**config.mk**
```make
export PLATFORM = sky130hd
export DESIGN_NAME = vmc_div_cell
export DESIGN_NICKNAME = d
export VERILOG_FILES = /design/src/hdl/vmc_div_cell.sv
export SDC_FILE = /design/constraint.sdc
export NUM_CORES = 1
export LEC_CHECK = 0
export ABC_AREA = 1
export BUFFER_PORTS_ARGS = -buffer_cell sky130_fd_sc_hd__buf_2
export CAP_MARGIN = 20
export CORE_ASPECT_RATIO = 0.75
export CORE_MARGIN = 5
export CORE_UTILIZATION = 30
export CTS_BUF_LIST = sky130_fd_sc_hd__clkbuf_4
export DETAILED_ROUTE_END_ITERATION = 8
export PLACE_DENSITY = 0.62
export SYNTH_ARGS = -nofsm -noshare
export SYNTH_HDL_FRONTEND = slang
export SYNTH_SLANG_ARGS = --single-unit
```
**constraint.sdc**
```tcl
create_clock -name clk -period 0.93 [get_ports clk]
set_input_delay 0.186 -clock clk [delete_from_list [all_inputs] [get_ports clk]]
set_output_delay 0.186 -clock clk [all_outputs]
set_load 0.05 [all_outputs]
```
**src/hdl/vmc_div_cell.sv**
```systemverilog
// vmc_div_cell: one restoring-division step on two lanes sharing a divisor.
// Registered; shifts one quotient bit in per lane. Depends on nothing.
module vmc_div_cell #(
    parameter int NUM_W = 48,
    parameter int DEN_W = 17
) (
    input  logic             clk,
    input  logic             rst_n,
    input  logic             en,
    input  logic [DEN_W-1:0] den,
    input  logic [DEN_W:0]   rem_a_in,
    input  logic [NUM_W-1:0] num_a_in,
    input  logic [DEN_W:0]   rem_b_in,
    input  logic [NUM_W-1:0] num_b_in,
    output logic [DEN_W:0]   rem_a_out,
    output logic [NUM_W-1:0] num_a_out,
    output logic [DEN_W:0]   rem_b_out,
    output logic [NUM_W-1:0] num_b_out
);
    logic [DEN_W+1:0] sa, sb;
    logic [DEN_W:0]   ra, rb;
    logic             qa, qb;

    always_comb
    begin
        sa = {rem_a_in, num_a_in[NUM_W-1]};
        sb = {rem_b_in, num_b_in[NUM_W-1]};
        qa = (sa >= {1'b0, 1'b0, den});
        qb = (sb >= {1'b0, 1'b0, den});
        ra = qa ? (DEN_W+1)'(sa - {2'b00, den}) : sa[DEN_W:0];
        rb = qb ? (DEN_W+1)'(sb - {2'b00, den}) : sb[DEN_W:0];
    end

    always_ff @(posedge clk or negedge rst_n)
    begin
        if (!rst_n)
        begin
            rem_a_out <= '0;
            num_a_out <= '0;
            rem_b_out <= '0;
            num_b_out <= '0;
        end
        else if (en)
        begin
            rem_a_out <= ra;
            num_a_out <= {num_a_in[NUM_W-2:0], qa};
            rem_b_out <= rb;
            num_b_out <= {num_b_in[NUM_W-2:0], qb};
        end
    end
endmodule

```
# --- After elaboration in Yosys (flattened, before gate mapping) ---
# Cells that the tools add are included.
classes:
  addsub: 2
  order_cmp: 2
  muxes: 2
op_table:
  columns: ["operator", "count"]
  rows:
  - ["$ge A19 B17 Y1", 2]
  - ["$mux W18", 2]
  - ["$sub A18 B17 Y18", 2]
word_totals:
  register_bits: 132
  in_bits: 152
  output_inout_bits: 132
  wordCells: 10

# --- Longest topological paths before layout ---
depth:
  ltp_word: 2
  depth_mapped: 15
  mapped_depth_nobuf: 15

# --- Worst setup path before layout ---
# OpenSTA, ideal clock, no wires.
synth_path:
  path_kind: "input-to-reg"
  start: "in den[13]"
  end: "reg rem_a_out[10]"
  setup_time_ns: 0.118
  t_arrival_ns: 1.561
  required_time_ns: 0.812
  slack_ns: -0.749
  cell_stages: 13
  path_buffers: 2
  path_cell_list: "inv_1 ha_1 nand2_2 inv_2 nand2_1 nand2_2 a21oi_4 and2_4 buf_6 buf_12 nand3_2 nand3_1 nand2_1"
synth_between:
  elab_chain_cells: 2
synth_rtl:
  columns: ["item", "line_no", "text"]
  rows:
  - ["start, declared", "10", "input logic [DEN_W-1:0] den,"]
  - ["$ge A19 B17 Y1", "28", "qa = (sa >= {1'b0, 1'b0, den});"]
  - ["$mux W18", "30", "ra = qa ? (DEN_W+1)'(sa - {2'b00, den}) : sa[DEN_W:0];"]
  - ["end signal, assigned", "45", "rem_a_out <= ra;"]
  - ["end, declared", "15", "output logic [DEN_W:0] rem_a_out,"]
# Every way passes these cells.
# A chain may end at the register's enable or synchronous reset.

# --- Worst setup path in the final report ---
layout_path:
  start: "reg rem_a_out[17]"
  end: "out rem_a_out[17]"
# No word-level cell between the ends.

==> run metrics <==
status finished, violations left; failing checks setup timing; die height 154 um; Final WS setup -0.480 ns; leading area contributor after synthesis dfrtp_1; gr usage total 0.213; Bufs on Longest Clock Path 2; RSZ-0062 raised after global routing true; First-pass DRT Iterations 5; Max FO, Critical Path 2; DRC Markers 0; post-synthesis simple-gate area fraction 0.410; hpwl dp 22700 um; multi-input logic area around 5500 um2; max-slew violations 0; largest net degree at the start of global routing 69; first-pass GRT wire length 53500 um; post-synthesis instance area 8260 um2; post-route cell area roughly 16000 um2; Worst path max stage delay ~0.48 ns; ys flop type dfrtp_1; initial DRC count 569; top-count cell post-synth nand2_1; critical path's slowest cell dfrtp_2; Initial Util 0.305; top cells by count, synth nand2_1 (612), inv_1 (147), dfrtp_1 (132); dpl cell area 11200 um2; Placeable Area 27100 um2; H-Tree Level Count 4; crit-path cells buf_6; routed wire length per instance 16.1 um; vias in the first global route 10200; part of the Yosys area used for sequential elements 0.400; TritonCTS clock tree done; min cycle time layout 1.41 ns; Routed Antenna Nets 0; Worst slew margin 0.701; largest family of logic cells by synthesized area simple AND/OR/NAND/NOR gates; Hold WC Path Type in2reg; power density over cell area approximately 1400 nW/um2; unique cell type count in the Yosys netlist 30; CTS Buf Count 17; Die W 202 um; endpoint class of the critical path output pin; Max Cap Viol 0; number of flops mapped to enable cells by yosys 0; Worst Tran Pin Value 0.449 ns; Post-Synth XOR/XNOR Area 0.0148; share of cells above drive strength 1 0.439; Worst EP required around 0.74 ns; die area 31000 um2; Storage cell area 3300 um2; Buffers & Inverters on Critical Path 1; Area Overhead vs Synth 88.3%; clk sink count 132; pre-CTS WS -1.06 ns; Final #Nets 1977; FILL cells 2282; Max VDD drop 0.000819 V; top post-synthesis cells by area dfrtp_1 (40%), nand2_1 (28%), inv_1 (6.7%); Tcrit/Tclk final 1.52; Synth Area in Compound Gates 0.0209; Finish-stage setup viols about 180; Synth Net Count 1384; CTS root buf clkbuf_4; Yosys warning count 0; post-synth top area share 0.400; Startpoint Class flop; grt total ovfl 0; total power draw 0.0216 W; multiplexer share of the synthesized area 0; clock slew at reported path FFs 0.16 ns; Max Freq 0.709 GHz; Placed Cells incl. Taps 1911; initial antenna violation count 3; Rows 52; vias between 9000 and 10000; final setup TNS -66.66 ns; final cell count without fillers roughly 2200; # port buffers 283; leak pwr approximately 8 nW; I/O pins 284; register bit total from synthesis approximately 130; Worst-Skew Late Latency 0.55 ns; Synth Area in Adders 0.0564; cells after synthesis 1196; worst path arrival time 1.22 ns; asr flop ratio synth 1.00; routability cong. 0.907; Worst Skew 0 ns; Avg Synthesized Cell Area between 6 and 7 um2; DR vias/cell 4.60; Crit Path Class reg2out; WL final 34800 um; Top delay family on crit path flip-flops; Hold Vio Cnt, Final 0
worst paths after layout:
kind | from | endpoint | depth (start not counted) | slack [ns]
setup / recovery | rem_a_out[17] | rem_a_out[17] | 1 | -0.48
hold / removal | rem_a_in[16] | rem_a_out[17] | 6 | 0.06
setup reg to reg | rem_a_out[16] | rem_a_out[16] | 4 | 0
hold reg to reg | num_a_out[41] | num_a_out[41] | 2 | 0.51
max in group asynchronous | rst_n | rem_b_out[17] | 3 | -0.11
min in group asynchronous | rst_n | rem_a_out[12] | 3 | 0.18
cell type report:
cell class,instances,share of cell area
inverters,160,0.0423
well taps,351,0.0282
clock buffers,17,0.00821
clock inverters,14,0.0113
flip-flops and latches,132,0.212
repair buffers,609,0.346
diodes,4,0.000644
multi-input cells,869,0.351
cells in the final DEF, fill, tap and decap left out, drive strengths merged:
master and instances:
buf 484, a31oi 2, nand2 626, inv 160, nor3 5, o21bai 1
a21oi 26, nor2 35, dfrtp 132, nand4 10, nand3b 13, ha 34
dlygate4sd3 123, fa 2, dlymetal6s4s 1, clkinv 5, bufinv 3, diode 4
xnor2 14, clkinvlp 6, and2 2, nand3 99, clkbuf 18
metal layers:
metal / vias up / wire length [um] / GRT usage
li1: 4836 / - / -
met1: 4694 / 15200 / 0.282
met2: 326 / 16500 / 0.349
met3: 63 / 2100 / 0.0482
met4: 0 / 1020 / 0.0647
met5: - / 0 / 0
registers in the layout, summed over array words and instances, names as in the netlist:
name and flops:
rem_b_out 18, num_b_out 48, rem_a_out 18, num_a_out 48
logic make-up after synthesis:
kind of cell | Yosys count
simple gates | 787
buf+inv | 198
flops | 132
fa+ha+maj | 36
compound gates | 29
xor+xnor | 14
where the power goes:
part | switching, W | internal, W | leakage, nW
clock network | 0.00248 | 0.00188 | 0.159
logic | 0.00592 | 0.00440 | 6.49
registers | 0.000534 | 0.00638 | 1.60
timing repair:
item	CTS	global route
buffers inserted	38	41
gates resized for setup	458	91
hold buffers	122	4
pin swaps	96	54
hold endpoints to repair	251	8
cloned	6	1
setup endpoints to repair	170	278
through the flow:
stage,utilization,hold slack (ns)
floorplan,-,-0.110
global placement,0.413,0.0626
detailed placement,0.413,0.0598
CTS,0.548,0.0133
global route,0.575,0.0254
finish,0.575,0.0600
(Power assumes the default switching activity.)
