**src/hdl/vmc_sqrt_cell.sv**
```systemverilog
// vmc_sqrt_cell: one digit-recurrence step of the integer square root.
// Registered; passes the partial root and remainder on. Depends on nothing.
module vmc_sqrt_cell #(
    parameter int SQ_W = 33,
    parameter int RT_W = 17,
    parameter int STEP = 0
) (
    input  logic            clk,
    input  logic            rst_n,
    input  logic            en,
    input  logic [SQ_W-1:0] rem_in,
    input  logic [RT_W-1:0] root_in,
    output logic [SQ_W-1:0] rem_out,
    output logic [RT_W-1:0] root_out
);
    localparam int SH = 2 * (RT_W - 1 - STEP);

    logic [SQ_W+1:0] trial;
    logic [SQ_W+1:0] rem_ext;
    logic [SQ_W-1:0] rem_next;
    logic [RT_W-1:0] root_next;

    // trial = (4*root + 1) << SH; root holds only bits already decided
    always_comb
    begin
        trial   = (({{(SQ_W+2-RT_W){1'b0}}, root_in} << 2) | {{(SQ_W+1){1'b0}}, 1'b1}) << SH;
        rem_ext = {2'b00, rem_in};
        if (rem_ext >= trial)
        begin
            rem_next  = SQ_W'(rem_ext - trial);
            root_next = {root_in[RT_W-2:0], 1'b1};
        end
        else
        begin
            rem_next  = rem_in;
            root_next = {root_in[RT_W-2:0], 1'b0};
        end
    end

    always_ff @(posedge clk or negedge rst_n)
    begin
        if (!rst_n)
        begin
            rem_out  <= '0;
            root_out <= '0;
        end
        else if (en)
        begin
            rem_out  <= rem_next;
            root_out <= root_next;
        end
    end
endmodule

```
**config.mk**
```make
export PLATFORM = sky130hd
export DESIGN_NAME = vmc_sqrt_cell
export DESIGN_NICKNAME = d
export VERILOG_FILES = /design/src/hdl/vmc_sqrt_cell.sv
export SDC_FILE = /design/constraint.sdc
export NUM_CORES = 1
export LEC_CHECK = 0
export BUFFER_PORTS_ARGS = -buffer_cell sky130_fd_sc_hd__buf_2
export CORE_ASPECT_RATIO = 1.2
export CORE_MARGIN = 5
export CORE_UTILIZATION = 30
export DETAILED_ROUTE_END_ITERATION = 7
export GPL_TIMING_DRIVEN = 0
export PLACE_DENSITY_LB_ADDON = 0.25
export SETUP_SLACK_MARGIN = 0.05
export SYNTH_ARGS = -nofsm -noshare
export SYNTH_HDL_FRONTEND = slang
export SYNTH_SLANG_ARGS = --single-unit
```
**constraint.sdc**
```tcl
create_clock -name clk -period 0.95 [get_ports clk]
set_input_delay 0.1425 -clock clk [delete_from_list [all_inputs] [get_ports clk]]
set_output_delay 0.1425 -clock clk [all_outputs]
set_load 0.005 [all_outputs]
```
# Yosys cells after proc, flatten, opt, wreduce, memory -nomap -nowiden
# Cells that the tools add are included.
[word_totals]
ff_bits = 50
latch_bits = 0
mem_bits_rw = 0
romBits = 0
out_inout_bits = 50
memories = 0
[classes]
addsub = 1
mul = 0
div = 0
order_cmp = 1
n_eq_ne = 0
shifts = 0
muxes = 2
bitwise_logic = 0
reduce_logical = 0
[op_table]
columns = ["cell", "count"]
rows = [
  ["$ge A33 B35 Y1", 1],
  ["$mux W33", 1],
  ["$sub A33 B33 Y33 const B", 1],
  ["$mux W1", 1],
]

# Depth between registers and ports, before layout
# Gate-level depths: netlist of the first run.
[logic_depth]
ltp_word = 2
depth_mapped = 4
depth_no_buf = 2

# Worst setup path after synthesis of the first run
# Ideal clock, no wire load.
[synth_timing]
path_kind = "input-to-reg"
start = "in en"
end = "reg rem_out[2]"
setup_ns = 0.125
t_arrival_ns = 0.724
required_ns = 0.825
setup_slack_ns = 0.101
path_stages = 3
path_buffers = 2
path_cell_list = "buf_6 > buf_6 > mux2_4"
[synth_rtl]
columns = ["item", "line_no", "text"]
rows = [
  ["from (decl)", "10", "input logic en,"],
  ["to (signal assigned)", "49", "rem_out <= rem_next;"],
  ["to (decl)", "13", "output logic [SQ_W-1:0] rem_out,"],
]
# No word-level cell between the ends.

# Final worst setup path of the first run
[layout_timing]
start = "reg rem_out[13]"
end = "out rem_out[13]"
# No word-level cell between the ends.

==> flow_metrics.py, run 1 <==
metrics = {
    "outcome": {
        "status": "finished, violations left",
        "violations": "hold timing, setup timing",
    },
    "floorplan": {
        "coreArea_um2": 6813,
        "initial_utilization": 0.3078,
        "io_pins": 103,
        "row_count": 33,
        "dieArea_um2": 8769,
        "die_h_um": 101.6,
        "die_w_um": 86.32,
    },
    "route": {
        "drc": 0,
        "routed.top_layer": "met4",
        "routed-wl-met2_um": 2587,
        "wl_per_cell_um": 13.93,
        "dr.first_iter.drc_count": 18,
        "viasPerCell": 4.102,
        "first_pass_iters": 4,
        "vias": 1366,
        "routed_wl_um": 4640,
        "wirelength_met1_um": 1760,
        "antenna_left": 0,
        "met3_wirelength_um": 246,
    },
    "global_routing": {
        "track_usage": 0.1083,
        "grt_remaining_overflow": 0,
        "antenna_found_initial": 0,
        "grt_pass1_wl_um": 7307,
        "first_global_vias": 1440,
        "grt_max_degree": 51,
    },
    "power": {
        "seq_power_share": 0.528,
        "p_sw_uw": 1082,
        "pwr-share-clk": 0.246,
        "ir_drop_v": 0.0005622,
        "power.density_nw_per_um2": 1534,
        "combPwrFrac": 0.225,
        "switching_share": 0.2337,
        "leakage_uw": 0.001614,
        "p_total_uw": 4629,
        "internal_power_uw": 3547,
    },
    "setup_path": {
        "rr_startpoint": "root_out[13]",
        "arrival_ns": 0.82,
        "path_class": "flip-flop to output port",
        "cp_slowest_cell": "dfrtp_1",
        "cp_cell_sequence": "buf_2",
        "crit_family": "flip-flops",
        "cp-start-kind": "flip-flop",
        "cp.required_ns": 0.81,
        "crit_path_end_kind": "output port",
        "max_stage_delay_ns": 0.40,
        "startpoint": "rem_out[13]",
        "path_buf_inv": 1,
        "worstPathMaxFanout": 2,
    },
    "sta": {
        "skew_ns": 0,
        "maxSlewHeadroom": 0.5499,
        "hold_viol": 50,
        "fin_setup_tns_ns": -0.06924,
        "fmax_mhz": 1038,
        "slew_viol_final": 0,
        "tightest_slew_ns": 0.6752,
        "fin_ws_ns": -0.01304,
        "finalHoldWorstSlack_ns": -0.09460,
        "finalCritPeriodShare": 1.014,
        "finalSetupViolations": 13,
        "rsz0062_at_grt": "true",
        "fin_crit_ns": 0.9630,
    },
    "layout": {
        "drive_above_1_share": 0.7642,
        "final_core_util": 0.4430,
        "final_common_cell": "buf_2",
        "num_antenna_cells": 0,
        "final_cell_area_um2": 3018,
        "nets": 299,
        "layout-area-overhead-vs-synth_pct": 43.91,
        "mostFrequentLayoutCells": "99 x buf_2, 50 x dfrtp_1, 46 x mux2_4, 25 x buf_4, 6 x buf_6",
    },
    "synth": {
        "ys_top_cells_by_area": "dfrtp_1 60%, mux2_4 33%, buf_12 3.8%",
        "syn_area_per_cell_um2": 19.06,
        "ys_seq_elements": 50,
        "synthesis.nets": 163,
        "syn-instance-count": 110,
        "yosys.area.top_type_share": 0.5967,
        "ys_warn_count": 0,
        "synth_area_leader_cell": "dfrtp_1",
        "ys_seq_area_frac": 0.5967,
        "yosysUniqueCellTypes": 9,
        "syn_area_um2": 2097,
    },
    "cts": {
        "cts.sinks": 50,
        "cts.clk_slew.worst_paths_ns": 0.09,
        "cts_tree": "yes",
        "cts_hold_buffers": 0,
        "cts-root-buf": "clkbuf_8",
        "htreeDepth": 2,
        "cts_buffers": 5,
        "cts_buffer_depth": 2,
        "insertion_delay_ns": 0.28,
    },
    "placed_design": {
        "place_area_um2": 2706,
        "numPortBuffers": 100,
        "dp_hpwl_um": 3290,
        "globalplace.congestion": 0.6303,
    },
    "min_path": {
        "worstHoldPathType": "input port to asynchronous set/reset pin",
    },
    "flow_run": {
        "cap_viol_max_count": 0,
    },
}
Yosys cell counts:
master	n
o21ai_0	2
buf_6	2
inv_1	2
nand3b_1	1
mux2_4	46
mux2_2	2
nand3_1	1
buf_12	4
dfrtp_1	50
kinds of logic after synthesis:
kind of cell | count (synthesis) | share of synthesized area
flops | 50 | 0.5967
mux | 48 | 0.3401
buf+inv | 8 | 0.05251
compound gates | 2 | 0.004773
simple gates | 2 | 0.005966
cell type report:
class,instances,area [um2]
Fill cell,644,3795
Sequential cell,50,1251
Multi-Input combinational cell,52,735.7
Timing Repair Buffer,129,735.7
Tap cell,87,108.9
Buffer,6,102.6
Clock buffer,7,76.32
Inverter,2,7.507
flip-flops by register name, summed over array words and instances (netlist names):
name and cells:
rem_out 33, root_out 17
worst paths after layout:
| check | to | slack [ns] | cells after the start |
|---|---|---|---|
| max in group asynchronous | root_out[0] | 0.59 | 1 |
| max reg2reg | root_out[13] | 0.06 | 2 |
| min in group clk | rem_out[27] | 0.08 | 2 |
| max | rem_out[13] | -0.01 | 1 |
| min reg2reg | rem_out[6] | 0.51 | 1 |
| min | rem_out[10] | -0.09 | 1 |
per-layer routing:
layer	global-route usage	vias to the layer above
li1	-	647
met1	0.1270	671
met2	0.1896	44
met3	0.02848	4
met4	0.03957	0
met5	0	-
stage by stage:
stage | instances | hold WS [ns] | worst slack (ns)
after global routing | 333 | -0.02536 | -0.06498
final | 333 | -0.09460 | -0.01304
after global placement | 297 | 0.3733 | -0.2051
after floorplan | 110 | -0.1531 | 0.1010
after CTS | 319 | 0.06252 | -0.02947
after detailed placement | 297 | 0.3766 | -0.2352
power by group through the flow:
stage	Clock (uW)	Combinational, uW	Sequential [uW]
2_1_floorplan	0	428	2510
3_3_place_gp	0	862	2480
3_5_place_dp	0	874	2480
4_1_cts	1210	971	2440
5_1_grt	1300	1130	2470
6_report	1140	1040	2450
repair_timing:
action	in CTS	in global routing
endpoints found under the hold margin	0	50
resized for setup	0	5
buffers inserted	15	14
endpoints found under the setup margin	50	107
No activity file was read; power rests on OpenSTA's default activity.
==> run 2: changes to the inputs <==
- ABC_AREA: unset -> 1
==> run 2 against run 1 <==
Net effect:
- the run still ends with hold timing, setup timing left
- die area shrank 6.9%
- synthesized cell count rose by 94%
- via count is 26% higher
- cell area shrank 7.2%
- first-iteration DRC count up 94%
- sequential cell count did not move
- clock power grew 9.6%
- clock-buffer cell count stayed put
- fmax shrank 0.32%
- sequential power shrank 2%
- area after synthesis decreased by 7.8%
- sequential share of layout area up 3.2 points
- largest power group unchanged
==> flow_metrics.py, run 2 <==
metrics = {
    "synth": {
        "yosysUniqueCellTypes": 7,
        "yosysMostFrequentCell": "nand2_1",
        "synthesis.nets": 266,
        "yosys.area.top_type_share": 0.6468,
        "ys_seq_area_frac": 0.6468,
        "ys_seq_elements": 50,
        "ys_warn_count": 0,
        "ys_top_cells_by_area": "dfrtp_1 65%, nand2_1 29%, buf_6 3.5%",
        "synth_area_leader_cell": "dfrtp_1",
        "syn-instance-count": 213,
        "synth_common_cells": "148 x nand2_1, 50 x dfrtp_1, 6 x buf_6, 5 x buf_4, 2 x nand3_1",
        "syn_area_um2": 1934,
        "synth_flop_cell": "dfrtp_1",
        "async_flop_share": 1.000,
        "synth_edf_count": 0,
        "syn_area_per_cell_um2": 9.081,
    },
    "sta": {
        "rsz0062_at_grt": "true",
        "finalCritPeriodShare": 1.017,
        "maxSlewHeadroom": 0.5441,
        "slew_viol_final": 0,
        "fin_ws_ns": -0.01617,
        "fmax_mhz": 1035,
        "tightest_slew_ns": 0.6838,
        "finalSetupViolations": 17,
        "hold_viol": 50,
        "finalHoldWorstSlack_ns": -0.08336,
        "skew_ns": 0,
        "fin_crit_ns": 0.9662,
    },
    "route": {
        "viasPerCell": 4.021,
        "met3_wirelength_um": 366,
        "wirelength_met1_um": 2116,
        "routed_wl_um": 4835,
        "routed.top_layer": "met4",
        "antenna_left": 0,
        "vias": 1721,
        "first_pass_iters": 4,
        "wl_per_cell_um": 11.30,
        "drc": 0,
        "dr.first_iter.drc_count": 35,
        "routed-wl-met2_um": 2319,
    },
    "floorplan": {
        "die_w_um": 83.30,
        "coreArea_um2": 6366,
        "dieArea_um2": 8160,
        "io_pins": 103,
        "row_count": 32,
        "die_h_um": 97.96,
        "initial_utilization": 0.3039,
    },
    "setup_path": {
        "max_stage_delay_ns": 0.39,
        "cp-start-kind": "flip-flop",
        "timing.rr.end": "rem_out[14]",
        "ff2ff_path_depth": 4,
        "crit_path_end_kind": "output port",
        "path_buf_inv": 1,
        "worstPathMaxFanout": 2,
        "crit_family": "flip-flops",
        "arrival_ns": 0.82,
        "r2r_slack_ns": 0.12,
        "rr_startpoint": "rem_out[14]",
        "startpoint": "rem_out[8]",
        "cp_slowest_cell": "dfrtp_1",
        "cp_cell_sequence": "buf_2",
        "path_class": "flip-flop to output port",
        "cp.required_ns": 0.81,
    },
    "cts": {
        "htreeDepth": 2,
        "cts-root-buf": "clkbuf_8",
        "cts_tree": "yes",
        "cts.sinks": 50,
        "cts_buffers": 5,
        "cts_buffer_depth": 2,
        "insertion_delay_ns": 0.29,
        "cts.clk_slew.worst_paths_ns": 0.09,
        "cts_hold_buffers": 0,
    },
    "placed_design": {
        "place_inst": 398,
        "numPortBuffers": 100,
        "dp_hpwl_um": 3494,
        "globalplace.congestion": 0.7560,
        "place_ws_ns": -0.2374,
    },
    "power": {
        "power.density_nw_per_um2": 1582,
        "ir_drop_v": 0.0005665,
        "leakage_uw": 0.001684,
    },
    "global_routing": {
        "grt_remaining_overflow": 0,
        "grt_pass1_wl_um": 8066,
        "first_global_vias": 1700,
        "grt_max_degree": 51,
        "track_usage": 0.1209,
        "antenna_found_initial": 0,
    },
    "layout": {
        "largest_register_ffs": 33,
        "num_antenna_cells": 0,
        "nets": 395,
        "stdcell_count": 428,
        "regMostFlops": "rem_out",
        "top_regs": "rem_out (33), root_out (17)",
        "drive_above_1_share": 0.4111,
        "mostFrequentLayoutCells": "148 x nand2_1, 99 x buf_2, 50 x dfrtp_1, 27 x buf_4",
        "layout-area-overhead-vs-synth_pct": 44.76,
        "final_common_cell": "nand2_1",
    },
    "outcome": {
        "status": "finished, violations left",
        "violations": "hold timing, setup timing",
    },
    "min_path": {
        "worstHoldPathType": "input port to asynchronous set/reset pin",
    },
    "flow_run": {
        "cap_viol_max_count": 0,
    },
}
## run 2: cell types whose count changed in the layout (fill, tap and decap cells not counted), moves of 2 or more
cell | previous run | this run
nand2_1 | 0 | 148
mux2_4 | 46 | 0
buf_12 | 4 | 0
buf_4 | 25 | 27
mux2_2 | 2 | 0
o21ai_0 | 2 | 0
## run 2: per-layer routing
| layer | vias up | GRT usage |
|---|---|---|
| met3 | 4 | 0.04304 |
| li1 | 892 | - |
| met1 | 763 | 0.1461 |
| met5 | - | 0 |
| met4 | 0 | 0.03396 |
| met2 | 62 | 0.2037 |
## run 2: area by class of cell
| type | instances | area [um2] |
|---|---|---|
| tap | 85 | 106.4 |
| clock inverter | 1 | 5.005 |
| buffer | 11 | 105.1 |
| timing repair buffer | 122 | 668.1 |
| inverter | 2 | 12.51 |
| sequential | 50 | 1251 |
| clock buffer | 7 | 86.33 |
| multi-input combinational | 150 | 565.5 |
| fill | 667 | 3566 |
## run 2: worst max-delay path by stage
stage / end / slack, ns / cells past startpoint
final: rem_out[8] / -0.02 / 1
after global routing: rem_out[6] / -0.05 / 1
after CTS: root_out[4] / -0.03 / 1
after detailed placement: rem_out[15] / -0.24 / 1
after global placement: rem_out[15] / -0.21 / 1
after floorplan: rem_out[32] / 0.31 / 4
## run 2: logic make-up (layout without fill, tap and decap cells)
| group | Yosys count | count (layout) | synth area share |
|---|---|---|---|
| buffers and inverters | 13 | 143 | 0.06080 |
| and+or+nand+nor | 150 | 150 | 0.2924 |
| DFF | 50 | 50 | 0.6468 |
## run 2: report_power, final
part           total [uW]  internal (uW)  switching (uW)
Sequential           2400           2310            90.6
Combinational         773            414             359
Clock                1250            589             663
Total                4430           3320            1110
## run 2: repair_timing
item,CTS,global route
setup endpoints to repair,50,100
pin swaps,0,0
endpoints found under the hold margin,0,50
gates resized for setup,0,1
setup buffers,7,15
## run 2: per-stage QoR
step | hold slack (ns) | util | setup TNS (ns) | area [um2] | power [uW]
2_1_floorplan | -0.1531 | - | 0 | 1934 | 2720
3_3_place_gp | 0.3424 | 0.3992 | -10.11 | 2541 | 3109
3_5_place_dp | 0.3467 | 0.3992 | -11.73 | 2541 | 3124
4_1_cts | 0.02748 | 0.4218 | -0.7643 | 2685 | 4435
5_1_grt | -0.03150 | 0.4399 | -1.850 | 2800 | 4696
6_report | -0.08336 | 0.4399 | -0.09250 | 2800 | 4429
==> run 3: changes to the inputs <==
- clock period: 0.95 -> 0.8 ns (I/O delays scaled with it)
==> run 3 against run 2 <==
Net effect:
- total power is 19% higher
- clock-buffer cell count unchanged
- the run still ends with hold timing, setup timing left
- utilization is 0.059 points higher
- first-iteration DRC count is 8.6% higher
- cell count down 0.47%
- combinational power rose by 19%
- clock power rose by 19%
- die area did not move
- non-clock buffer count down 2
- sequential share of layout area shrank 0.060 points
==> flow_metrics.py, run 3 (synthesis gave the netlist of run 2 again) <==
metrics = {
    "setup_path": {
        "path_class": "flip-flop to output port",
        "arrival_ns": 0.83,
        "cp_cell_sequence": "buf_2",
        "crit_path_end_kind": "output port",
        "cp_slowest_cell": "dfrtp_1",
        "cp.required_ns": 0.68,
        "worstPathMaxFanout": 2,
        "cp-start-kind": "flip-flop",
        "max_stage_delay_ns": 0.40,
        "path_buf_inv": 1,
        "crit_family": "flip-flops",
    },
    "sta": {
        "finalCritPeriodShare": 1.184,
        "maxSlewHeadroom": 0.5800,
        "slew_viol_final": 0,
        "rsz0062_at_grt": "true",
        "skew_ns": 0,
        "finalHoldWorstSlack_ns": -0.1529,
        "tightest_slew_ns": 0.6299,
        "fin_crit_ns": 0.9475,
        "fmax_mhz": 1055,
        "fin_setup_tns_ns": -6.392,
        "finalSetupViolations": 52,
        "fin_ws_ns": -0.1475,
        "hold_viol": 50,
    },
    "global_routing": {
        "grt_max_degree": 51,
        "track_usage": 0.1209,
        "grt_remaining_overflow": 0,
        "antenna_found_initial": 0,
        "grt_pass1_wl_um": 8066,
        "first_global_vias": 1700,
    },
    "layout": {
        "final_common_cell": "nand2_1",
        "regMostFlops": "rem_out",
        "stdcell_count": 426,
        "num_antenna_cells": 0,
        "final_core_util": 0.4404,
        "layout-area-overhead-vs-synth_pct": 44.95,
        "final_cell_area_um2": 2804,
        "largest_register_ffs": 33,
        "nets": 393,
        "top_regs": "rem_out (33), root_out (17)",
        "mostFrequentLayoutCells": "142 x nand2_1, 99 x buf_2, 50 x dfrtp_1, 25 x buf_4, 7 x buf_6",
        "drive_above_1_share": 0.4252,
    },
    "floorplan": {
        "row_count": 32,
        "die_h_um": 97.96,
        "die_w_um": 83.30,
        "dieArea_um2": 8160,
        "coreArea_um2": 6366,
        "io_pins": 103,
        "initial_utilization": 0.3039,
    },
    "power": {
        "ir_drop_v": 0.0006729,
        "leakage_uw": 0.001678,
        "power.density_nw_per_um2": 1879,
        "p_total_uw": 5268,
    },
    "route": {
        "viasPerCell": 4.038,
        "vias": 1720,
        "wl_per_cell_um": 11.35,
        "dr.first_iter.drc_count": 38,
        "antenna_left": 0,
        "routed_wl_um": 4835,
        "drc": 0,
        "first_pass_iters": 4,
    },
    "cts": {
        "cts.sinks": 50,
        "htreeDepth": 2,
        "cts-root-buf": "clkbuf_8",
        "insertion_delay_ns": 0.29,
        "cts_buffers": 5,
        "cts_tree": "yes",
        "cts.clk_slew.worst_paths_ns": 0.09,
        "cts_buffer_depth": 2,
    },
    "outcome": {
        "violations": "hold timing, setup timing",
        "status": "finished, violations left",
    },
    "placed_design": {
        "numPortBuffers": 100,
        "dp_hpwl_um": 3494,
        "globalplace.congestion": 0.7560,
        "place_area_um2": 2541,
        "place_inst": 398,
    },
    "flow_run": {
        "cap_viol_max_count": 0,
    },
    "min_path": {
        "worstHoldPathType": "input port to asynchronous set/reset pin",
    },
}
==> run 3: cell count changes in the layout (fill, tap and decap cells not counted), sizes merged <==
cell and delta:
buf -1, clkbuf -1
==> run 3: through the flow <==
step                hold slack [ns]  setup slack (ns)
global placement             0.3199           -0.3326
detailed placement           0.3242           -0.3649
CTS                         -0.1377           -0.1615
finish                      -0.1529           -0.1475
global route                -0.1053           -0.1805
floorplan                   -0.1756            0.1841
==> run 3: routing by layer <==
layer / share of wire / track usage / vias up / routed length [um]
met5: 0 / 0 / - / 0
met4: 0.011 / 0.03396 / 0 / 55
met3: 0.074 / 0.04304 / 6 / 359
met2: 0.47 / 0.2037 / 62 / 2273
met1: 0.44 / 0.1461 / 763 / 2147
li1: - / - / 889 / -
==> run 3: final cells by class <==
| class | count | area, um2 |
|---|---|---|
| inverter | 2 | 12.51 |
| timing repair buffer | 120 | 656.9 |
| clock buffer | 7 | 86.33 |
| fill | 668 | 3562 |
| multi-input combinational | 150 | 580.6 |
| clock inverter | 1 | 5.005 |
| tap | 85 | 106.4 |
| sequential | 50 | 1251 |
| buffer | 11 | 105.1 |
==> run 3: worst paths after layout <==
kind,from,end,slack (ns),cells after the start
setup / recovery,rem_out[6],rem_out[6],-0.15,1
hold / removal,rst_n,root_out[2],-0.15,1
setup reg to reg,rem_out[19],rem_out[19],-0.03,4
hold reg to reg,root_out[16],root_out[16],0.47,2
max in group asynchronous,rst_n,rem_out[14],0.54,1
min in group clk,rem_in[15],rem_out[15],0.02,3
==> run 3: where the power goes <==
part,switching [uW],internal [uW]
clock network,794,699
registers,109,2750
logic,431,488
total,1330,3930
==> run 3: repair_timing <==
action	in CTS	in global routing
setup endpoints to repair	100	54
pin swaps	0	6
resized for setup	1	7
hold endpoints to repair	50	50
buffers inserted	7	15
==> run 3: worst register-to-register path, stage by stage, from the launching register on <==
cell and delay, ns:
dfrtp_1 0.39, buf_4 0.13, buf_4 0.11, nand2_1 0.05
nand2_1 0.04
